--- config.mk ---
export PLATFORM = sky130hd
export DESIGN_NAME = nec_ir_frame_decoder_unit
export DESIGN_NICKNAME = d
export VERILOG_FILES = /design/src/rtl/nirfd_pkg.sv /design/src/rtl/nirfd_fifo.sv /design/src/rtl/nirfd_front.sv /design/src/rtl/nirfd_back.sv /design/src/rtl/nec_ir_frame_decoder_unit.sv
export SDC_FILE = /design/constraint.sdc
export NUM_CORES = 1
export LEC_CHECK = 0
export BUFFER_PORTS_ARGS = -buffer_cell sky130_fd_sc_hd__buf_2
export CORE_UTILIZATION = 25
export CTS_CLUSTER_SIZE = 30
export DETAILED_ROUTE_END_ITERATION = 12
export MAX_ROUTING_LAYER = met4
export PLACE_DENSITY_LB_ADDON = 0.25
export SYNTH_ARGS = -nofsm -noshare
export SYNTH_HDL_FRONTEND = slang
export SYNTH_HIERARCHICAL = 1
export SYNTH_SLANG_ARGS = --single-unit
--- constraint.sdc ---
create_clock -name clk -period 6.8 [get_ports clk]
set_input_delay 1.02 -clock clk [delete_from_list [all_inputs] [get_ports clk]]
set_output_delay 1.02 -clock clk [all_outputs]
set_load 0.02 [all_outputs]
--- src/rtl/nirfd_pkg.sv ---
// shared types and timing limits of the nec infrared frame decoder
package nirfd_pkg;

	localparam int unsigned LEN_W = 16;
	localparam int unsigned POS_W = 7;
	localparam int unsigned TICK_W = 4;

	localparam logic [LEN_W-1:0] HDR_MARK_MIN   = 16'd4500;
	localparam logic [LEN_W-1:0] HDR_MARK_MAX   = 16'd13500;
	localparam logic [LEN_W-1:0] HDR_SPACE_MIN  = 16'd1125;
	localparam logic [LEN_W-1:0] HDR_SPACE_MAX  = 16'd6750;
	localparam logic [LEN_W-1:0] HDR_REPEAT_MID = 16'd3375;
	localparam logic [LEN_W-1:0] BIT_MARK_MIN   = 16'd281;
	localparam logic [LEN_W-1:0] BIT_MARK_MAX   = 16'd843;
	localparam logic [LEN_W-1:0] BIT_SPACE_MIN  = 16'd281;
	localparam logic [LEN_W-1:0] BIT_SPACE_MAX  = 16'd2530;
	localparam logic [LEN_W-1:0] BIT_SPACE_MID  = 16'd1124;

	localparam logic [POS_W-1:0] POS_HDR_MARK  = 7'd0;
	localparam logic [POS_W-1:0] POS_HDR_SPACE = 7'd1;
	localparam logic [POS_W-1:0] POS_FIRST_BIT = 7'd2;
	localparam logic [POS_W-1:0] POS_LAST      = 7'd65;
	localparam logic [POS_W-1:0] FRAME_EDGES   = 7'd66;

	localparam logic [TICK_W-1:0] TICKS_RESET  = 4'd4;
	localparam logic [TICK_W-1:0] WINDOW_RESET = 4'd4;

	localparam logic KIND_EDGE = 1'b0;
	localparam logic KIND_TICK = 1'b1;

	typedef struct packed {
		logic kind;
		logic level;
		logic hdr_mark_ok;
		logic hdr_space_ok;
		logic hdr_repeat;
		logic bit_mark_ok;
		logic bit_space_ok;
		logic bit_one;
	} class_t;

	typedef struct packed {
		logic [15:0] address;
		logic [7:0]  command;
		logic        repeated;
	} res_t;

endpackage

--- src/rtl/nirfd_fifo.sv ---
// small register queue used between the decoder parts and at the result side
module nirfd_fifo #(
	parameter int WIDTH = 8,
	parameter int DEPTH = 2
) (
	input  logic             clk,
	input  logic             arst_n,
	input  logic             push,
	input  logic [WIDTH-1:0] wdata,
	output logic             full,
	input  logic             pop,
	output logic [WIDTH-1:0] rdata,
	output logic             empty
);
	localparam int PW = (DEPTH > 1) ? $clog2(DEPTH) : 1;
	localparam int CW = $clog2(DEPTH + 1);

	logic [WIDTH-1:0] mem_q [DEPTH];
	logic [PW-1:0]    wr_ptr_q;
	logic [PW-1:0]    rd_ptr_q;
	logic [CW-1:0]    count_q;
	logic             do_push;
	logic             do_pop;

	assign full    = (count_q == CW'(DEPTH));
	assign empty   = (count_q == '0);
	assign do_push = push && !full;
	assign do_pop  = pop && !empty;
	assign rdata   = mem_q[rd_ptr_q];

	always_ff @(posedge clk) begin
		if (do_push) begin
			mem_q[wr_ptr_q] <= wdata;
		end
	end

	always_ff @(posedge clk or negedge arst_n) begin
		if (!arst_n) begin
			wr_ptr_q <= '0;
			rd_ptr_q <= '0;
			count_q  <= '0;
		end else begin
			if (do_push) begin
				wr_ptr_q <= (wr_ptr_q == PW'(DEPTH - 1)) ? '0 : wr_ptr_q + 1'b1;
			end
			if (do_pop) begin
				rd_ptr_q <= (rd_ptr_q == PW'(DEPTH - 1)) ? '0 : rd_ptr_q + 1'b1;
			end
			if (do_push && !do_pop) begin
				count_q <= count_q + 1'b1;
			end else if (do_pop && !do_push) begin
				count_q <= count_q - 1'b1;
			end
		end
	end

endmodule

--- src/rtl/nirfd_front.sv ---
// front part: range classification of one capture event
module nirfd_front import nirfd_pkg::*; (
	input  logic             kind,
	input  logic             level,
	input  logic [LEN_W-1:0] interval,
	output class_t           cls
);
	always_comb begin
		cls.kind         = kind;
		cls.level        = level;
		cls.hdr_mark_ok  = (interval >= HDR_MARK_MIN) && (interval <= HDR_MARK_MAX);
		cls.hdr_space_ok = (interval >= HDR_SPACE_MIN) && (interval <= HDR_SPACE_MAX);
		cls.hdr_repeat   = (interval < HDR_REPEAT_MID);
		cls.bit_mark_ok  = (interval >= BIT_MARK_MIN) && (interval <= BIT_MARK_MAX);
		cls.bit_space_ok = (interval >= BIT_SPACE_MIN) && (interval <= BIT_SPACE_MAX);
		cls.bit_one      = (interval > BIT_SPACE_MID);
	end

endmodule

--- src/rtl/nirfd_back.sv ---
// back part: frame position tracking, bit assembly and result generation
module nirfd_back import nirfd_pkg::*; (
	input  logic              clk,
	input  logic              arst_n,
	input  logic [TICK_W-1:0] window,
	input  class_t            cls,
	input  logic              cls_empty,
	output logic              cls_pop,
	input  logic              res_full,
	output logic              res_push,
	output res_t              res
);
	logic [POS_W-1:0]  pos_q;
	logic [31:0]       bits_q;
	logic              bad_q;
	logic [TICK_W-1:0] ticks_q;
	logic [15:0]       last_address_q;
	logic [7:0]        last_command_q;

	logic              take;
	logic              in_window;
	logic [31:0]       bits_n;
	logic              bad_n;
	logic              check_ok;
	logic [15:0]       frame_address;

	assign take      = !cls_empty && !res_full;
	assign cls_pop   = take;
	assign in_window = (ticks_q < window);

	// bits arrive lsb first, shifted in from the top
	always_comb begin
		bits_n = bits_q;
		bad_n  = bad_q;
		if (pos_q[0] == 1'b0) begin
			if (!cls.bit_mark_ok) begin
				bad_n = 1'b1;
			end
		end else begin
			if (!cls.bit_space_ok) begin
				bad_n = 1'b1;
			end
			bits_n = {cls.bit_one, bits_q[31:1]};
		end
	end

	assign check_ok      = !bad_n && (bits_n[23:16] == ~bits_n[31:24]);
	assign frame_address = {bits_n[7:0], bits_n[15:8]};

	always_comb begin
		res_push = 1'b0;
		res      = '{address: last_address_q, command: last_command_q, repeated: 1'b1};
		if (take && cls.kind == KIND_EDGE) begin
			if (pos_q == POS_HDR_SPACE) begin
				res_push = cls.hdr_space_ok && cls.hdr_repeat && in_window;
			end else if (pos_q == POS_LAST) begin
				res_push = check_ok;
				res      = '{address: frame_address, command: bits_n[23:16], repeated: 1'b0};
			end
		end
	end

	always_ff @(posedge clk or negedge arst_n) begin
		if (!arst_n) begin
			pos_q          <= POS_HDR_MARK;
			bits_q         <= '0;
			bad_q          <= 1'b0;
			ticks_q        <= TICKS_RESET;
			last_address_q <= '0;
			last_command_q <= '0;
		end else if (take) begin
			if (cls.kind == KIND_TICK) begin
				pos_q <= POS_HDR_MARK;
				if (in_window) begin
					ticks_q <= ticks_q + 1'b1;
				end
			end else if (pos_q == POS_HDR_MARK || pos_q >= FRAME_EDGES) begin
				pos_q <= POS_HDR_MARK;
				if (cls.level && cls.hdr_mark_ok) begin
					pos_q  <= POS_HDR_SPACE;
					bits_q <= '0;
					bad_q  <= 1'b0;
				end
			end else if (pos_q == POS_HDR_SPACE) begin
				if (!cls.hdr_space_ok) begin
					pos_q <= POS_HDR_MARK;
				end else if (cls.hdr_repeat) begin
					pos_q <= POS_HDR_MARK;
					if (in_window) begin
						ticks_q <= '0;
					end
				end else begin
					ticks_q <= '0;
					pos_q   <= POS_FIRST_BIT;
				end
			end else begin
				bits_q <= bits_n;
				bad_q  <= bad_n;
				if (pos_q == POS_LAST) begin
					pos_q <= POS_HDR_MARK;
					if (check_ok) begin
						last_address_q <= frame_address;
						last_command_q <= bits_n[23:16];
					end
				end else begin
					pos_q <= pos_q + 1'b1;
				end
			end
		end
	end

	a_push_needs_take: assert property (@(posedge clk) disable iff (!arst_n)
		res_push |-> take)
		else $error("result pushed without a transaction from the queue");

	a_pos_range: assert property (@(posedge clk) disable iff (!arst_n)
		pos_q <= POS_LAST)
		else $error("frame position out of range");

	a_ticks_hold: assert property (@(posedge clk) disable iff (!arst_n)
		!take |=> $stable(ticks_q))
		else $error("tick count changed without a transaction");

	a_last_update: assert property (@(posedge clk) disable iff (!arst_n)
		res_push && !res.repeated |=> last_address_q == $past(res.address))
		else $error("last address not updated after a frame");

endmodule

--- src/rtl/nec_ir_frame_decoder_unit.sv ---
// top level of the nec infrared frame decoder
//
// input channel: an event (kind, level, interval) is a transaction at a rising
// edge with push high and full low. kind 1 is a timeout tick, kind 0 an edge
// with the pin level and the microseconds since the previous edge.
// result channel: while empty is low, address, command and repeated show the
// oldest result; it is taken at a rising edge with pop high.
// the front classifies each event by range compares and queues it; the back
// walks the frame position, assembles the 32 data bits and checks the
// command byte. one event per cycle is sustained while the result queue has
// room; an event is registered in the classified queue, the back reads it
// there, and its result is registered in the result queue for the ports.
// when pop stays low, results collect in the result queue; once it is full
// the back stops taking classified events, and full rises when the classified
// queue fills too. nothing is dropped.
// cfg_we writes cfg_wdata into the repeat window; write only while idle.
// reset empties both queues, sets the window to 4 ticks, closes the repeat
// window and clears the stored address and command.
module nec_ir_frame_decoder_unit import nirfd_pkg::*; #(
	parameter int MID_DEPTH = 2,
	parameter int OUT_DEPTH = 2
) (
	input  logic              clk,
	input  logic              arst_n,
	input  logic              push,
	output logic              full,
	input  logic              kind,
	input  logic              level,
	input  logic [LEN_W-1:0]  interval,
	output logic              empty,
	input  logic              pop,
	output logic [15:0]       address,
	output logic [7:0]        command,
	output logic              repeated,
	input  logic              cfg_we,
	input  logic [TICK_W-1:0] cfg_wdata
);
	logic [TICK_W-1:0] window_q;
	class_t            cls_in;
	class_t            cls_out;
	logic              cls_empty;
	logic              cls_pop;
	logic              res_full;
	logic              res_push;
	res_t              res_in;
	res_t              res_out;

	always_ff @(posedge clk or negedge arst_n) begin
		if (!arst_n) begin
			window_q <= WINDOW_RESET;
		end else if (cfg_we) begin
			window_q <= cfg_wdata;
		end
	end

	nirfd_front u_front (
		.kind     (kind),
		.level    (level),
		.interval (interval),
		.cls      (cls_in)
	);

	nirfd_fifo #(
		.WIDTH ($bits(class_t)),
		.DEPTH (MID_DEPTH)
	) u_mid_q (
		.clk    (clk),
		.arst_n (arst_n),
		.push   (push),
		.wdata  (cls_in),
		.full   (full),
		.pop    (cls_pop),
		.rdata  (cls_out),
		.empty  (cls_empty)
	);

	nirfd_back u_back (
		.clk       (clk),
		.arst_n    (arst_n),
		.window    (window_q),
		.cls       (cls_out),
		.cls_empty (cls_empty),
		.cls_pop   (cls_pop),
		.res_full  (res_full),
		.res_push  (res_push),
		.res       (res_in)
	);

	nirfd_fifo #(
		.WIDTH ($bits(res_t)),
		.DEPTH (OUT_DEPTH)
	) u_out_q (
		.clk    (clk),
		.arst_n (arst_n),
		.push   (res_push),
		.wdata  (res_in),
		.full   (res_full),
		.pop    (pop),
		.rdata  (res_out),
		.empty  (empty)
	);

	assign address  = res_out.address;
	assign command  = res_out.command;
	assign repeated = res_out.repeated;

endmodule

==> impl_metrics.json <==
{
  "outcome": "complete, but fails checks",
  "violations": "DRC",
  "seq_area_mm2": 0.003988,
  "setup_viol": 0,
  "grt_pass1_wl_um": 24470,
  "max_freq_ghz": 0.3025,
  "syn_area_mm2": 0.007294,
  "cts.sinks": 146,
  "timing.setup.tns_ps": 0,
  "htreeDepth": 4,
  "synthTopCellsByCount": "dfrtp_1, nand2_1, edfxtp_1",
  "p_sw_share_pct": 33.35,
  "start_util_pct": 25.41,
  "required_ps": 7140,
  "synth.most_common_cell": "dfrtp_1",
  "ioPinCount": 54,
  "cts_made_buffers": 17,
  "fin_crit_ps": 3306,
  "cts_resized": 0,
  "syn_inst": 660,
  "critPathKind": "flop to flop",
  "ys_ff_latch": 146,
  "routedWlPerCell_um": 13.37,
  "yosys.area.top_type_share_pct": 27.17,
  "die_x_um": 172.8,
  "internal_power_mw": 1.721,
  "multi_input_area_mm2": 0.002967,
  "drt_iter0_drc": 279,
  "synthToLayoutAreaGrowth_pct": 16.42,
  "drive_above_1_share_pct": 19.25,
  "cellPowerDensity_mw_per_mm2": 304.0,
  "first_global_vias": 4651,
  "yosys_warnings": 6,
  "end_kind": "flop",
  "cts_root_buffer": "clkbuf_16",
  "crit_path_max_fanout": 37,
  "nNetsFinal": 741,
  "die_h_um": 172.8,
  "fill_cells": 2963,
  "syn_nets": 697,
  "fin_skew_ps": 13.23,
  "grt_remaining_overflow": 0,
  "holdBufCountCts": 0,
  "dp_hpwl_um": 9669,
  "synthArstFlopShare_pct": 54.79,
  "peakVddDrop_mv": 0.1741,
  "period_share_pct": 48.61,
  "cts_setup_buffers": 0,
  "synth.avg_cell_area_um2": 11.05,
  "grt_max_degree": 53,
  "insertion_delay_ps": 420,
  "arrival_ps": 3650,
  "power_frac_clock_pct": 34.6,
  "utilization_pct": 29.59,
  "fp-row-count": 62,
  "worst_pin_slew_ps": 969.1,
  "clk_pin_slew_worst_paths_ps": 70,
  "antenna_cells": 0,
  "via_per_inst": 4.435,
  "finalHoldViolCount": 0,
  "clockBufferDepth": 2,
  "synth-edff-count": 66,
  "ant_nets": 0,
  "maxSlewHeadroom_pct": 35.39,
  "place_congestion": 0.7832,
  "drv_slew": 0,
  "p_leak_nw": 3.143,
  "drc_errors": 2,
  "dieArea_mm2": 0.02987,
  "globalRouteTotalUtil_pct": 10.58,
  "routed_wl_um": 14720,
  "cap_violations": 0,
  "grt_antenna_before_repair": 0,
  "combinationalPowerShare_pct": 23.4,
  "synth_cell_types": 66,
  "dr.pass1.iters": 8,
  "hold_class": "flop to flop",
  "seqPwrFrac_pct": 42.0,
  "rsz0062_at_grt": "no",
  "synth_flop_cell": "dfrtp_1",
  "yosysTopAreaCell": "edfxtp_1",
  "tritoncts": "yes",
  "ys_seq_area_share_pct": 54.65,
  "reg2reg_slack_ps": 3490,
  "synth_area_leaders": "edfxtp_1, dfrtp_1, mux2i_1",
  "worstSetupStartpointType": "flop",
  "vias": 4883,
  "switching_power_mw": 0.8607,
  "p_total_mw": 2.581,
  "core_area_mm2": 0.02870,
  "portBuffers": 53
}
## cells in the final DEF, fill, tap and decap left out, drive strengths merged, types with 3 or more instances in the layout
cell,instances
dfrtp,78
a211o,3
clkinv,5
a21boi,6
nor2,22
nand2,74
clkbuf,17
ha,10
or3,3
xnor2,11
o31ai,3
a22oi,6
nand4,6
inv,49
a21o,3
mux2,37
nor2b,20
xor2,8
mux2i,32
a21oi,50
edfxtp,66
nor3,5
nor4,5
o21ai,72
or2,3
and3,6
a31oi,3
buf,63
nand2b,6
nand3,11
## power by group through the flow
stage | combinational [mW] | sequential [mW] | clock [mW]
after floorplan | 0.504 | 1.06 | 0
after global placement | 0.616 | 1.10 | 0
after detailed placement | 0.613 | 1.10 | 0
after CTS | 0.616 | 1.08 | 0.922
after global routing | 0.679 | 1.10 | 0.958
final | 0.605 | 1.08 | 0.893
## worst paths after layout
path	start	end	depth (start not counted)
min reg2reg	u_out_q/rd_ptr_q	u_out_q/rd_ptr_q	1
max in group asynchronous	arst_n	u_back/pos_q[0]	2
max	u_back/pos_q[0]	u_back/bits_q[13]	9
min in group asynchronous	arst_n	u_back/last_address_q[13]	1
max reg2reg	u_back/pos_q[0]	u_back/bits_q[13]	9
min	u_out_q/rd_ptr_q	u_out_q/rd_ptr_q	1
## area by class of cell
type,instances,area share (%)
multi-input cells,436,34.93
repair buffers,63,4.037
inverters,40,1.768
clock inverters,15,1.635
flip-flops and latches,146,46.96
clock buffers,17,5.010
well taps,384,5.658
## sequential cells by signal (all words and copies together) (netlist names), 2 cells and up
name / count
u_back/last_address_q: 16
u_back/last_command_q: 8
u_back/ticks_q: 4
u_back/bits_q: 32
u_mid_q/count_q: 2
u_mid_q/mem_q: 16
u_out_q/count_q: 2
window_q: 4
u_out_q/mem_q: 50
u_back/pos_q: 7
## per-stage QoR
step | instance area (µm²) | instances | worst slack (ps) | hold slack (ps)
CTS | 8492 | 1101 | 3455 | 476.9
global placement | 7928 | 1069 | 3545 | 455.7
finish | 8492 | 1101 | 3494 | 471.2
detailed placement | 7928 | 1069 | 3442 | 463.2
floorplan | 7295 | 660 | 3236 | 442.2
global route | 8492 | 1101 | 3147 | 490.1
## cell families after synthesis
group | Yosys count | share of synthesized area [%]
compound gates | 166 | 13.22
mux | 69 | 11.08
xor+xnor | 19 | 2.281
fa+ha+maj | 10 | 1.715
buf+inv | 78 | 4.940
flops | 146 | 54.65
simple gates | 172 | 12.11
## critical path, cell delays in order, from the launching register on
cell     delay, ps
dfrtp_2        580
buf_4          330
inv_1          430
ha_1           270
nor2_1          60
a31oi_1        170
buf_4          210
and2_1         790
a21oi_1        160
o21ai_0        190
## metal layers
metal  up-vias  share of wire, %  wire [µm]  global-route usage (%)
li1       2457                 -          -                       -
met1      2331                51       7535                   14.43
met2        84                45       6550                   15.27
met3        11               3.7        544                   2.397
met4         0              0.59         87                   3.835
met5         -                 0          0                       -
(Power assumes the default switching activity.)
